### src/rtl/elfrel_pkg.sv
`timescale 1ns / 1ps
`default_nettype none
// ----------------------------------------------------------------------------
// elfrel_pkg
// shared types and constants for the relocation patcher
// ----------------------------------------------------------------------------
package elfrel_pkg;

  localparam int SEGMENT_SLOTS = 8;
  localparam int SLOT_W        = $clog2(SEGMENT_SLOTS);
  localparam int CNT_W         = $clog2(SEGMENT_SLOTS + 1);
  localparam int ADDR_W        = 64;
  localparam int ENTRY_W       = 3 * ADDR_W;

  localparam logic [ADDR_W-1:0] VADDR_HINT = 64'h0000_0000_0040_0000;

  // configuration register indexes
  localparam logic [1:0] CFG_SEG_COUNT = 2'd0;
  localparam logic [1:0] CFG_LOAD_BASE = 2'd1;

  // operations
  localparam logic OP_SLOT_WRITE = 1'b0;
  localparam logic OP_RELOCATE   = 1'b1;

  // relocation types
  localparam logic [31:0] RT_NONE     = 32'd0;
  localparam logic [31:0] RT_64       = 32'd1;
  localparam logic [31:0] RT_PC32     = 32'd2;
  localparam logic [31:0] RT_PLT32    = 32'd4;
  localparam logic [31:0] RT_RELATIVE = 32'd8;
  localparam logic [31:0] RT_GOTPCREL = 32'd9;
  localparam logic [31:0] RT_32       = 32'd10;
  localparam logic [31:0] RT_32S      = 32'd11;

  // result status codes
  localparam logic [2:0] STAT_OK        = 3'd0;
  localparam logic [2:0] STAT_TGT_UNMAP = 3'd1;
  localparam logic [2:0] STAT_SYM_UNMAP = 3'd2;
  localparam logic [2:0] STAT_OVERFLOW  = 3'd3;
  localparam logic [2:0] STAT_BAD_TYPE  = 3'd4;

  // write kinds
  localparam logic [1:0] KIND_NONE = 2'd0;
  localparam logic [1:0] KIND_W64  = 2'd1;
  localparam logic [1:0] KIND_W32  = 2'd2;

  typedef enum logic [3:0] {
    S_IDLE,
    S_TSUM,
    S_LOOKUP,
    S_CMP,
    S_XLAT,
    S_EVAL,
    S_CALC,
    S_PCCHK,
    S_DONE
  } state_t;

  typedef enum logic [1:0] {
    PH_TGT,
    PH_SYM,
    PH_ADD
  } phase_t;

  typedef struct packed {
    logic [ADDR_W-1:0] seg_start;
    logic [ADDR_W-1:0] seg_end;
    logic [ADDR_W-1:0] seg_loaded;
  } slot_t;

endpackage

`default_nettype wire

### src/rtl/elf_relocation_patcher_core.sv
`timescale 1ns / 1ps
`default_nettype none
// ----------------------------------------------------------------------------
// elf_relocation_patcher_core
// x86-64 rela relocation evaluator over a segment mapping table
// ----------------------------------------------------------------------------
// channel  direction  handshake               payload
// in       in         start & !busy           operation, slot, segment, reloc
// out      out        out_valid (one cycle)   status, kind, address, value
// cfg      in         cfg_valid & cfg_ready   cfg_index, cfg_wdata
//
// a slot write goes straight to the result strobe; a relocation sums the
// target address, then each slot search walks the slots in order with a lookup
// and a compare per slot and a translate or end step, and up to three searches
// run (target, symbol, relative addend) on one table port
// reset is synchronous and active low; the slot table is not cleared
// results cannot be stalled; the next request is taken after the strobe
// ----------------------------------------------------------------------------
module elf_relocation_patcher_core (
  input  wire                         clk,
  input  wire                         rst_n,
  input  wire                         start,
  output logic                        busy,
  input  wire                         in_operation,
  input  wire  [2:0]                  in_slot_index,
  input  wire  [63:0]                 in_seg_start,
  input  wire  [63:0]                 in_seg_end,
  input  wire  [63:0]                 in_seg_loaded,
  input  wire  [31:0]                 in_reloc_code,
  input  wire                         in_has_symbol,
  input  wire  [63:0]                 in_symbol_value,
  input  wire  [63:0]                 in_section_address,
  input  wire  [63:0]                 in_reloc_offset,
  input  wire  signed [63:0]          in_addend,
  output logic                        out_valid,
  output logic [2:0]                  out_status,
  output logic [1:0]                  out_write_kind,
  output logic [63:0]                 out_write_address,
  output logic [63:0]                 out_write_value,
  input  wire                         cfg_valid,
  output logic                        cfg_ready,
  input  wire  [1:0]                  cfg_index,
  input  wire  [63:0]                 cfg_wdata
);
  import elfrel_pkg::*;

  slot_t             mem [SEGMENT_SLOTS];
  slot_t             q_r;

  state_t            state_r, state_nxt;
  phase_t            phase_r, phase_nxt;
  logic [CNT_W-1:0]  idx_r, idx_nxt;
  logic [ADDR_W-1:0] addr_r, addr_nxt;
  logic [ADDR_W-1:0] diff_r, diff_nxt;
  logic [ADDR_W-1:0] loaded_r, loaded_nxt;
  logic [ADDR_W-1:0] taddr_r, taddr_nxt;
  logic [ADDR_W-1:0] sval_r, sval_nxt;
  logic [ADDR_W-1:0] sum_r, sum_nxt;
  logic [31:0]       type_r, type_nxt;
  logic              has_sym_r, has_sym_nxt;
  logic [ADDR_W-1:0] symv_r, symv_nxt;
  logic [ADDR_W-1:0] addend_r, addend_nxt;
  logic [ADDR_W-1:0] sec_r, sec_nxt;
  logic [ADDR_W-1:0] off_r, off_nxt;
  logic [2:0]        status_r, status_nxt;
  logic [1:0]        kind_r, kind_nxt;
  logic [ADDR_W-1:0] wval_r, wval_nxt;
  logic [3:0]        seg_count_r;
  logic [ADDR_W-1:0] load_base_r;

  logic              accept;
  logic [CNT_W-1:0]  slots_lim;
  logic              hit;
  logic [ADDR_W-1:0] xlat;

  assign accept    = start && !busy;
  assign cfg_ready = 1'b1;
  assign busy      = (state_r != S_IDLE);

  assign out_valid         = (state_r == S_DONE);
  assign out_status        = status_r;
  assign out_write_kind    = kind_r;
  assign out_write_address = taddr_r;
  assign out_write_value   = wval_r;

  assign slots_lim = (seg_count_r > 4'(SEGMENT_SLOTS)) ? CNT_W'(SEGMENT_SLOTS)
                                                        : CNT_W'(seg_count_r);
  assign hit  = (addr_r >= q_r.seg_start) && (addr_r < q_r.seg_end);
  assign xlat = loaded_r + diff_r;

  // slot table
  always_ff @(posedge clk) begin
    if (accept && in_operation == OP_SLOT_WRITE &&
        32'(in_slot_index) < SEGMENT_SLOTS) begin
      mem[in_slot_index[SLOT_W-1:0]] <= '{in_seg_start, in_seg_end, in_seg_loaded};
    end
    q_r <= mem[idx_r[SLOT_W-1:0]];
  end

  // configuration registers
  always_ff @(posedge clk) begin
    if (!rst_n) begin
      seg_count_r <= '0;
      load_base_r <= '0;
    end else if (cfg_valid && cfg_ready) begin
      case (cfg_index)
        CFG_SEG_COUNT: seg_count_r <= cfg_wdata[3:0];
        CFG_LOAD_BASE: load_base_r <= cfg_wdata;
        default: ;
      endcase
    end
  end

  always_ff @(posedge clk) begin
    if (!rst_n) begin
      state_r <= S_IDLE;
      phase_r <= PH_TGT;
      idx_r   <= '0;
    end else begin
      state_r <= state_nxt;
      phase_r <= phase_nxt;
      idx_r   <= idx_nxt;
    end
  end

  always_ff @(posedge clk) begin
    addr_r    <= addr_nxt;
    diff_r    <= diff_nxt;
    loaded_r  <= loaded_nxt;
    taddr_r   <= taddr_nxt;
    sval_r    <= sval_nxt;
    sum_r     <= sum_nxt;
    type_r    <= type_nxt;
    has_sym_r <= has_sym_nxt;
    symv_r    <= symv_nxt;
    addend_r  <= addend_nxt;
    sec_r     <= sec_nxt;
    off_r     <= off_nxt;
    status_r  <= status_nxt;
    kind_r    <= kind_nxt;
    wval_r    <= wval_nxt;
  end

  always_comb begin
    state_nxt   = state_r;
    phase_nxt   = phase_r;
    idx_nxt     = idx_r;
    addr_nxt    = addr_r;
    diff_nxt    = diff_r;
    loaded_nxt  = loaded_r;
    taddr_nxt   = taddr_r;
    sval_nxt    = sval_r;
    sum_nxt     = sum_r;
    type_nxt    = type_r;
    has_sym_nxt = has_sym_r;
    symv_nxt    = symv_r;
    addend_nxt  = addend_r;
    sec_nxt     = sec_r;
    off_nxt     = off_r;
    status_nxt  = status_r;
    kind_nxt    = kind_r;
    wval_nxt    = wval_r;

    case (state_r)
      S_IDLE: begin
        if (accept) begin
          status_nxt  = STAT_OK;
          kind_nxt    = KIND_NONE;
          wval_nxt    = '0;
          taddr_nxt   = '0;
          sval_nxt    = '0;
          type_nxt    = in_reloc_code;
          has_sym_nxt = in_has_symbol;
          symv_nxt    = in_symbol_value;
          addend_nxt  = in_addend;
          sec_nxt     = in_section_address;
          off_nxt     = in_reloc_offset;
          state_nxt   = (in_operation == OP_RELOCATE) ? S_TSUM : S_DONE;
        end
      end
      S_TSUM: begin
        addr_nxt  = sec_r + off_r;
        phase_nxt = PH_TGT;
        idx_nxt   = '0;
        state_nxt = S_LOOKUP;
      end
      S_LOOKUP: begin
        if (idx_r < slots_lim) begin
          state_nxt = S_CMP;
        end else begin
          // no slot holds the address
          case (phase_r)
            PH_TGT: begin
              status_nxt = STAT_TGT_UNMAP;
              state_nxt  = S_DONE;
            end
            PH_SYM: begin
              status_nxt = STAT_SYM_UNMAP;
              state_nxt  = S_DONE;
            end
            default: begin
              kind_nxt  = KIND_W64;
              wval_nxt  = load_base_r + addend_r;
              state_nxt = S_DONE;
            end
          endcase
        end
      end
      S_CMP: begin
        diff_nxt   = addr_r - q_r.seg_start;
        loaded_nxt = q_r.seg_loaded;
        if (hit) begin
          state_nxt = S_XLAT;
        end else begin
          idx_nxt   = idx_r + 1'b1;
          state_nxt = S_LOOKUP;
        end
      end
      S_XLAT: begin
        case (phase_r)
          PH_TGT: begin
            if (xlat == '0) begin
              status_nxt = STAT_TGT_UNMAP;
              state_nxt  = S_DONE;
            end else begin
              taddr_nxt = xlat;
              if (has_sym_r && symv_r != '0) begin
                phase_nxt = PH_SYM;
                addr_nxt  = symv_r;
                idx_nxt   = '0;
                state_nxt = S_LOOKUP;
              end else begin
                state_nxt = S_EVAL;
              end
            end
          end
          PH_SYM: begin
            if (xlat == '0) begin
              status_nxt = STAT_SYM_UNMAP;
              state_nxt  = S_DONE;
            end else begin
              sval_nxt  = xlat;
              state_nxt = S_EVAL;
            end
          end
          default: begin
            kind_nxt  = KIND_W64;
            wval_nxt  = xlat;
            state_nxt = S_DONE;
          end
        endcase
      end
      S_EVAL: begin
        sum_nxt   = sval_r + addend_r;
        state_nxt = S_CALC;
      end
      S_CALC: begin
        state_nxt = S_DONE;
        case (type_r)
          RT_NONE: ;
          RT_64: begin
            kind_nxt = KIND_W64;
            wval_nxt = sum_r;
          end
          RT_PC32, RT_PLT32, RT_GOTPCREL: begin
            sum_nxt   = sum_r - taddr_r;
            state_nxt = S_PCCHK;
          end
          RT_32, RT_32S: begin
            kind_nxt = KIND_W32;
            wval_nxt = {32'd0, sum_r[31:0]};
          end
          RT_RELATIVE: begin
            if (!addend_r[63] && addend_r >= VADDR_HINT) begin
              phase_nxt = PH_ADD;
              addr_nxt  = addend_r;
              idx_nxt   = '0;
              state_nxt = S_LOOKUP;
            end else begin
              kind_nxt = KIND_W64;
              wval_nxt = load_base_r + addend_r;
            end
          end
          default: status_nxt = STAT_BAD_TYPE;
        endcase
      end
      S_PCCHK: begin
        // fits int32 when bits 63..31 are all equal
        if (sum_r[63:31] == '0 || sum_r[63:31] == '1) begin
          kind_nxt = KIND_W32;
          wval_nxt = {32'd0, sum_r[31:0]};
        end else begin
          status_nxt = STAT_OVERFLOW;
        end
        state_nxt = S_DONE;
      end
      S_DONE: state_nxt = S_IDLE;
      default: state_nxt = S_IDLE;
    endcase
  end

`ifndef ASSERT_OFF
  a_strobe_single: assert property (@(posedge clk) disable iff (!rst_n)
    out_valid |=> !out_valid)
    else $error("result strobe longer than one cycle");

  a_accept_busy: assert property (@(posedge clk) disable iff (!rst_n)
    (start && !busy) |=> busy)
    else $error("request accepted without going busy");

  a_nowrite_zero: assert property (@(posedge clk) disable iff (!rst_n)
    (out_valid && out_write_kind == KIND_NONE) |-> (out_write_value == '0))
    else $error("write value nonzero with no write");

  a_err_nowrite: assert property (@(posedge clk) disable iff (!rst_n)
    (out_valid && out_status != STAT_OK) |-> (out_write_kind == KIND_NONE))
    else $error("write requested on error status");

  a_w32_upper: assert property (@(posedge clk) disable iff (!rst_n)
    (out_valid && out_write_kind == KIND_W32) |-> (out_write_value[63:32] == '0))
    else $error("32-bit write value not zero-extended");
`endif

endmodule

`default_nettype wire

### config.mk
export PLATFORM = sky130hd
export DESIGN_NAME = elf_relocation_patcher_core
export DESIGN_NICKNAME = d
export VERILOG_FILES = /design/src/rtl/elfrel_pkg.sv /design/src/rtl/elf_relocation_patcher_core.sv
export SDC_FILE = /design/constraint.sdc
export NUM_CORES = 2
export LEC_CHECK = 0
export ABC_AREA = 0
export BUFFER_PORTS_ARGS = -buffer_cell sky130_fd_sc_hd__buf_2
export CORE_MARGIN = 2
export CORE_UTILIZATION = 66
export CTS_CLUSTER_DIAMETER = 200
export DETAILED_ROUTE_END_ITERATION = 12
export PLACE_DENSITY = 0.86
export SYNTH_ARGS = -nofsm -noshare
export SYNTH_HDL_FRONTEND = slang
export SYNTH_SLANG_ARGS = --single-unit
export TNS_END_PERCENT = 5
### constraint.sdc
create_clock -name clk -period 37.3 [get_ports clk]
set_input_delay 1.865 -clock clk [delete_from_list [all_inputs] [get_ports clk]]
set_output_delay 1.865 -clock clk [all_outputs]
set_load 0.05 [all_outputs]
Yosys cells after proc, flatten, opt, wreduce, memory -nomap -nowiden
Memories as Yosys holds them, arrays and structs flattened. A register that Yosys moved wholly into a read port is not among the register bits.
Cells that the tools add are included.
{"block": "totals", "out_inout_bits": 136, "reg_bits": 820, "mem_count": 1, "word_cells": 173, "mem_bits_rw": 1536}
{"name": "mem", "depth": 8, "word_bits": 192, "rd": 1, "rd_ports_with_merged_regs": 1, "wr": 1, "line": "elf_relocation_patcher_core.sv:47", "rtl": "slot_t mem [SEGMENT_SLOTS];"}
{"block": "op_classes", "eq_ne": 39, "add_sub_neg": 7, "n_lt_le_gt_ge": 5, "mux": 64, "n_reduce_logical": 36, "bitwise": 1}
{"op": "2-to-1 mux 64 bit", "n": 15}
{"op": "one-hot mux 64 bit (2 select lines)", "n": 3}
{"op": "one-hot mux 64 bit (3 select lines)", "n": 2}
{"op": "one-hot mux 64 bit (5 select lines)", "n": 1}
{"op": "adder 64 bit", "n": 4}
{"op": "== test 32 x 4 -> 1 bit (second input constant)", "n": 4}
{"op": "subtractor 64 bit", "n": 2}
{"op": ">= comparator 64 x 23 -> 1 bit (second input constant)", "n": 1}
{"op": ">= comparator 64 bit", "n": 1}
{"op": "logical NOT 64 bit", "n": 1}
{"op": "< comparator 64 bit", "n": 1}
{"op": "nonzero test 64 bit", "n": 1}
{"op": "2-to-1 mux 4 bit", "n": 13}
{"op": "== test 33 bit (second input constant)", "n": 1}
{"op": "logical NOT 33 bit", "n": 1}
{"op": "== test 32 x 1 -> 1 bit (second input constant)", "n": 1}
{"op": "== test 32 x 2 -> 1 bit (second input constant)", "n": 1}
{"op": "== test 32 x 3 -> 1 bit (second input constant)", "n": 1}
{"op": "logical NOT 32 bit", "n": 1}
{"op": "one-hot mux 4 bit (8 select lines)", "n": 1}
{"op": "!= test 2 bit (second input constant)", "n": 13}
{"op": "2-to-1 mux 3 bit", "n": 8}
{"op": "2-to-1 mux 2 bit", "n": 10}
{"op": "== test 4 x 3 -> 1 bit (second input constant)", "n": 4}
{"op": "37 further kinds", "n": 61}

Longest topological paths before layout
{"block": "logic_depth", "word_depth": 6, "mapped_depth": 16}

Least setup slack after synthesis
No wires, ideal clock.
{"block": "synth_path", "kind": "input port to flip-flop", "startpoint": "in start", "endpoint": "mem mem[0][0] (netlist bit) (enable)", "n_path_buf": 0, "stages": 3, "t_required_ns": 36.318, "setup_slack_ns": 21.051, "arrival_ns": 15.266, "cell_sequence": "nand3_1 or3_1 nor3_1"}
{"block": "synth_via", "elab_chain_cells": 4}
{"element": "start: declaration", "line": "elf_relocation_patcher_core.sv:22", "rtl": "input wire start,"}
{"element": "logical AND 1 bit", "line": "elf_relocation_patcher_core.sv:76", "rtl": "assign accept = start && !busy;"}
{"element": "logical AND 1 bit", "line": "elf_relocation_patcher_core.sv:93", "rtl": "if (accept && in_operation == OP_SLOT_WRITE &&"}
{"element": "2-to-1 mux 1 bit", "line": "elf_relocation_patcher_core.sv:93"}
{"element": "2-to-1 mux 1 bit (not written as such)", "line": "elf_relocation_patcher_core.sv:95", "rtl": "mem[in_slot_index[SLOT_W-1:0]] <= '{in_seg_start, in_seg_end, in_seg_loaded};"}
{"element": "end: declaration", "line": "elf_relocation_patcher_core.sv:47"}
Every way passes these cells.

Worst setup path in the final report
{"block": "layout_path", "startpoint": "in start", "endpoint": "mem mem[4][13] (netlist bit) (enable)"}
The elaborated chain is that of the path after synthesis.

==> reports/summary.json <==
{
  "number_of_buffer_cells_added_on_primary_ports": {"value": 689},
  "grt_antenna_before_repair": {"value": 86},
  "synthDistinctLibCells": {"value": 95},
  "grt_setup_unrepaired": {"value": "false"},
  "post_drt_via_cell_ratio": {"value": 7.010},
  "finalWorstPathRequiredPeriod": {"value": 6.228, "unit": "ns"},
  "mostFrequentLayoutCells": {"value": "2,278 x sky130_fd_sc_hd__edfxtp_1, 1,037 x sky130_fd_sc_hd__nand2_1, 689 x sky130_fd_sc_hd__buf_2"},
  "timing_worst_setup_path_type": {"value": "input pin to flip-flop"},
  "critical_path.endpoint": {"value": "mem[4][13]"},
  "crit-reg2reg-launch": {"value": "state_r[3]"},
  "initial_core_util": {"value": 0.6652},
  "run_status": {"value": "completed"},
  "r2r-end": {"value": "mem[4][13]"},
  "critPathCaptureType": {"value": "flip-flop"},
  "irDropWorstVdd": {"value": 0.00005548, "unit": "V"},
  "clk-insertion-delay-late": {"value": 0.98, "unit": "ns"},
  "cts.reportedPaths.clkPinSlew": {"value": 0.06, "unit": "ns"},
  "power_density": {"value": 56.59, "unit": "nW/um2"},
  "hp-start": {"value": "q_r[18]"},
  "timing_worst_slew_pin_value": {"value": 1.388, "unit": "ns"},
  "mappedNetlistNets": {"value": 9168},
  "route.final.wire_length": {"value": 391.2, "unit": "mm"},
  "post_cts_resized": {"value": 0},
  "floorplan.rows": {"value": 152},
  "via_count": {"value": 80051},
  "worstPathMaxFanout": {"value": 59},
  "startpoint_type": {"value": "input pin"},
  "nFillCells": {"value": 9992},
  "ys_seq_elements": {"value": 2548},
  "detail-route-antenna-nets": {"value": 0},
  "postSynth.topFlopCell": {"value": "sky130_fd_sc_hd__edfxtp_1"},
  "post_synth_inst_count": {"value": 8161},
  "timing.final.max_slew_violations": {"value": 0},
  "timing.reg2reg.worst_path_depth": {"value": 9},
  "p_leak": {"value": 47.33, "unit": "nW"},
  "grt_use_met3": {"value": 0.1113},
  "flow.area_growth_from_synthesis": {"value": 12.28, "unit": "%"},
  "detail_route.first_pass.iterations": {"value": 11},
  "postSynth.asyncResetShare": {"value": 0},
  "post_route_cells_drive_above_1_share": {"value": 0.1793},
  "data_arrival_critical_path": {"value": 6.72, "unit": "ns"},
  "synthesis.yosys.warnings": {"value": 0},
  "globalRouteMet1Util": {"value": 0.5439},
  "first_global_vias": {"value": 77358},
  "die_footprint": {"value": 176600, "unit": "um2"},
  "globalRoute.totalOverflow": {"value": 0},
  "utilization": {"value": 0.7468},
  "final_net_count": {"value": 9842},
  "cts_tree": {"value": "built"},
  "drtIter0Drc": {"value": 13093},
  "core-area": {"value": 171900, "unit": "um2"},
  "timing.critical_path.required": {"value": 37.80, "unit": "ns"},
  "cts_hold_buffers": {"value": 0},
  "reg2reg_setup_slack": {"value": 31.10, "unit": "ns"},
  "clock-root-buffer": {"value": "sky130_fd_sc_hd__clkbuf_16"},
  "timing.fmax": {"value": 160.6, "unit": "MHz"},
  "fin_skew": {"value": 0.1205, "unit": "ns"},
  "setup_viol_count_final": {"value": 0},
  "clockBufferDepth": {"value": 3},
  "min_period_over_period": {"value": 0.1670},
  "cts_setup_buffers": {"value": 0},
  "first_pass_grt_wire_length": {"value": 543.1, "unit": "mm"},
  "cts_buffers": {"value": 237},
  "layer_with_the_highest_usage_after_global_routing": {"value": "met2"},
  "synth.avg_cell_area": {"value": 14.01, "unit": "um2"},
  "die_h": {"value": 420.3, "unit": "um"},
  "timing_hold_violations_final": {"value": 0},
  "layout_commonest_cell": {"value": "sky130_fd_sc_hd__edfxtp_1"},
  "cts_num_sinks": {"value": 2548},
  "hold_path.class": {"value": "flip-flop to flip-flop"},
  "routabilityCongestion": {"value": 1.038},
  "detailedPlacementHpwl": {"value": 251.5, "unit": "mm"},
  "ctsHtreeMaxLevel": {"value": 4},
  "netlist_area": {"value": 114400, "unit": "um2"},
  "routed_wire_length_per_instance": {"value": 34.26, "unit": "um"},
  "drcViolationCount": {"value": 0},
  "groute.layer.met2.usage": {"value": 0.6836},
  "largest_register_ffs": {"value": 1536},
  "setup_total_negative_slack": {"value": 0, "unit": "ns"},
  "grt.total_usage": {"value": 0.4340},
  "synth_enable_flop_cells": {"value": 2278},
  "ioPinCount": {"value": 691},
  "critical_path.startpoint": {"value": "start"},
  "die_w": {"value": 420.3, "unit": "um"},
  "ys_seq_area_frac": {"value": 0.6454},
  "grt_max_degree": {"value": 162},
  "maxCapViolations": {"value": 0},
  "max-slew-margin-rel": {"value": 0.07052}
}
[layout make-up]
| cell class | instances | area (um2) | share of cell area |
|---|---|---|---|
| Tap cell | 2310 | 2890 | 0.02251 |
| Sequential cell | 2548 | 73830 | 0.5750 |
| Multi-Input combinational cell | 4970 | 38190 | 0.2975 |
| Antenna cell | 60 | 150.1 | 0.001169 |
| Inverter | 311 | 1180 | 0.009189 |
| Clock inverter | 146 | 1614 | 0.01257 |
| Clock buffer | 308 | 6447 | 0.05022 |
| Timing Repair Buffer | 767 | 4096 | 0.03190 |
[cell families after synthesis]
| logic type | after synthesis | share of synthesized area |
|---|---|---|
| flops | 2548 | 0.6454 |
| simple gates | 2014 | 0.07934 |
| compound gates | 1700 | 0.09507 |
| buf+inv | 643 | 0.02155 |
| mux | 463 | 0.08267 |
| fa+ha+maj | 452 | 0.04985 |
| xor+xnor | 340 | 0.02604 |
| other cells | 1 | 0.00003279 |
[cell usage after synthesis (all sizes together) (46+ instances only)]
| master | instances | share of area |
|---|---|---|
| nand2b | 54 | 0.0030 |
| dfxtp | 270 | 0.047 |
| nor3 | 67 | 0.0029 |
| nand4 | 116 | 0.0063 |
| o21bai | 75 | 0.0049 |
| nor2 | 348 | 0.011 |
| inv | 310 | 0.010 |
| xnor2 | 200 | 0.015 |
| nor2b | 63 | 0.0034 |
| a31oi | 48 | 0.0026 |
| xor2 | 140 | 0.011 |
| o21ai | 358 | 0.016 |
| clkbuf | 257 | 0.0086 |
| a21boi | 82 | 0.0054 |
| buf | 74 | 0.0026 |
| a21o | 265 | 0.017 |
| and3 | 46 | 0.0025 |
| ha | 446 | 0.049 |
| a21oi | 519 | 0.023 |
| mux2i | 67 | 0.0059 |
| nand3 | 75 | 0.0033 |
| mux4 | 384 | 0.076 |
| nor4 | 69 | 0.0039 |
| edfxtp | 2278 | 0.60 |
| nand2 | 1039 | 0.034 |
| a211oi | 52 | 0.0035 |
[per-layer routing]
layer,share of wire,vias up
met1,0.33,38659
met2,0.46,7087
met4,0.081,62
li1,-,32573
met3,0.13,1670
met5,0.0012,-
[worst max-delay path, cell delays in order]
cell	delay, ns
sky130_fd_sc_hd__buf_2	0.20
sky130_fd_sc_hd__nand3_1	0.30
sky130_fd_sc_hd__buf_4	0.29
sky130_fd_sc_hd__or3_1	0.52
sky130_fd_sc_hd__nor2_4	0.18
sky130_fd_sc_hd__buf_4	0.80
sky130_fd_sc_hd__buf_4	0.76
sky130_fd_sc_hd__buf_4	0.90
sky130_fd_sc_hd__buf_4	0.76
[worst min-delay path by stage]
stage	endpoint	slack, ns	cells past startpoint
after global routing	loaded_r[18]	0.40	0
after detailed placement	loaded_r[22]	0.39	0
after CTS	loaded_r[18]	0.40	0
after floorplan	loaded_r[0]	0.39	0
final	loaded_r[18]	0.40	0
after global placement	loaded_r[22]	0.39	0
[metrics by stage]
| stage | hold slack (ns) | total power, W | instances | instance area, um2 | worst slack [ns] |
|---|---|---|---|---|---|
| after global routing | 0.3957 | 0.007416 | 11398 | 128300 | 31.04 |
| after CTS | 0.4012 | 0.007188 | 11360 | 128200 | 31.21 |
| after global placement | 0.3948 | 0.004642 | 10906 | 120200 | 30.51 |
| after floorplan | 0.3855 | 0.004252 | 8161 | 114400 | 21.05 |
| final | 0.3965 | 0.007266 | 11420 | 128400 | 31.07 |
| after detailed placement | 0.3910 | 0.004677 | 10906 | 120200 | 30.40 |
[power breakdown]
group	leakage, nW	total [W]	internal (W)	switching [W]
sequential	23.2	0.00342	0.00329	0.000132
clock	3.88	0.00254	0.00137	0.00118
combinational	20.3	0.00130	0.000478	0.000826
total	47.3	0.00727	0.00513	0.00213
(Power assumes the default switching activity.)
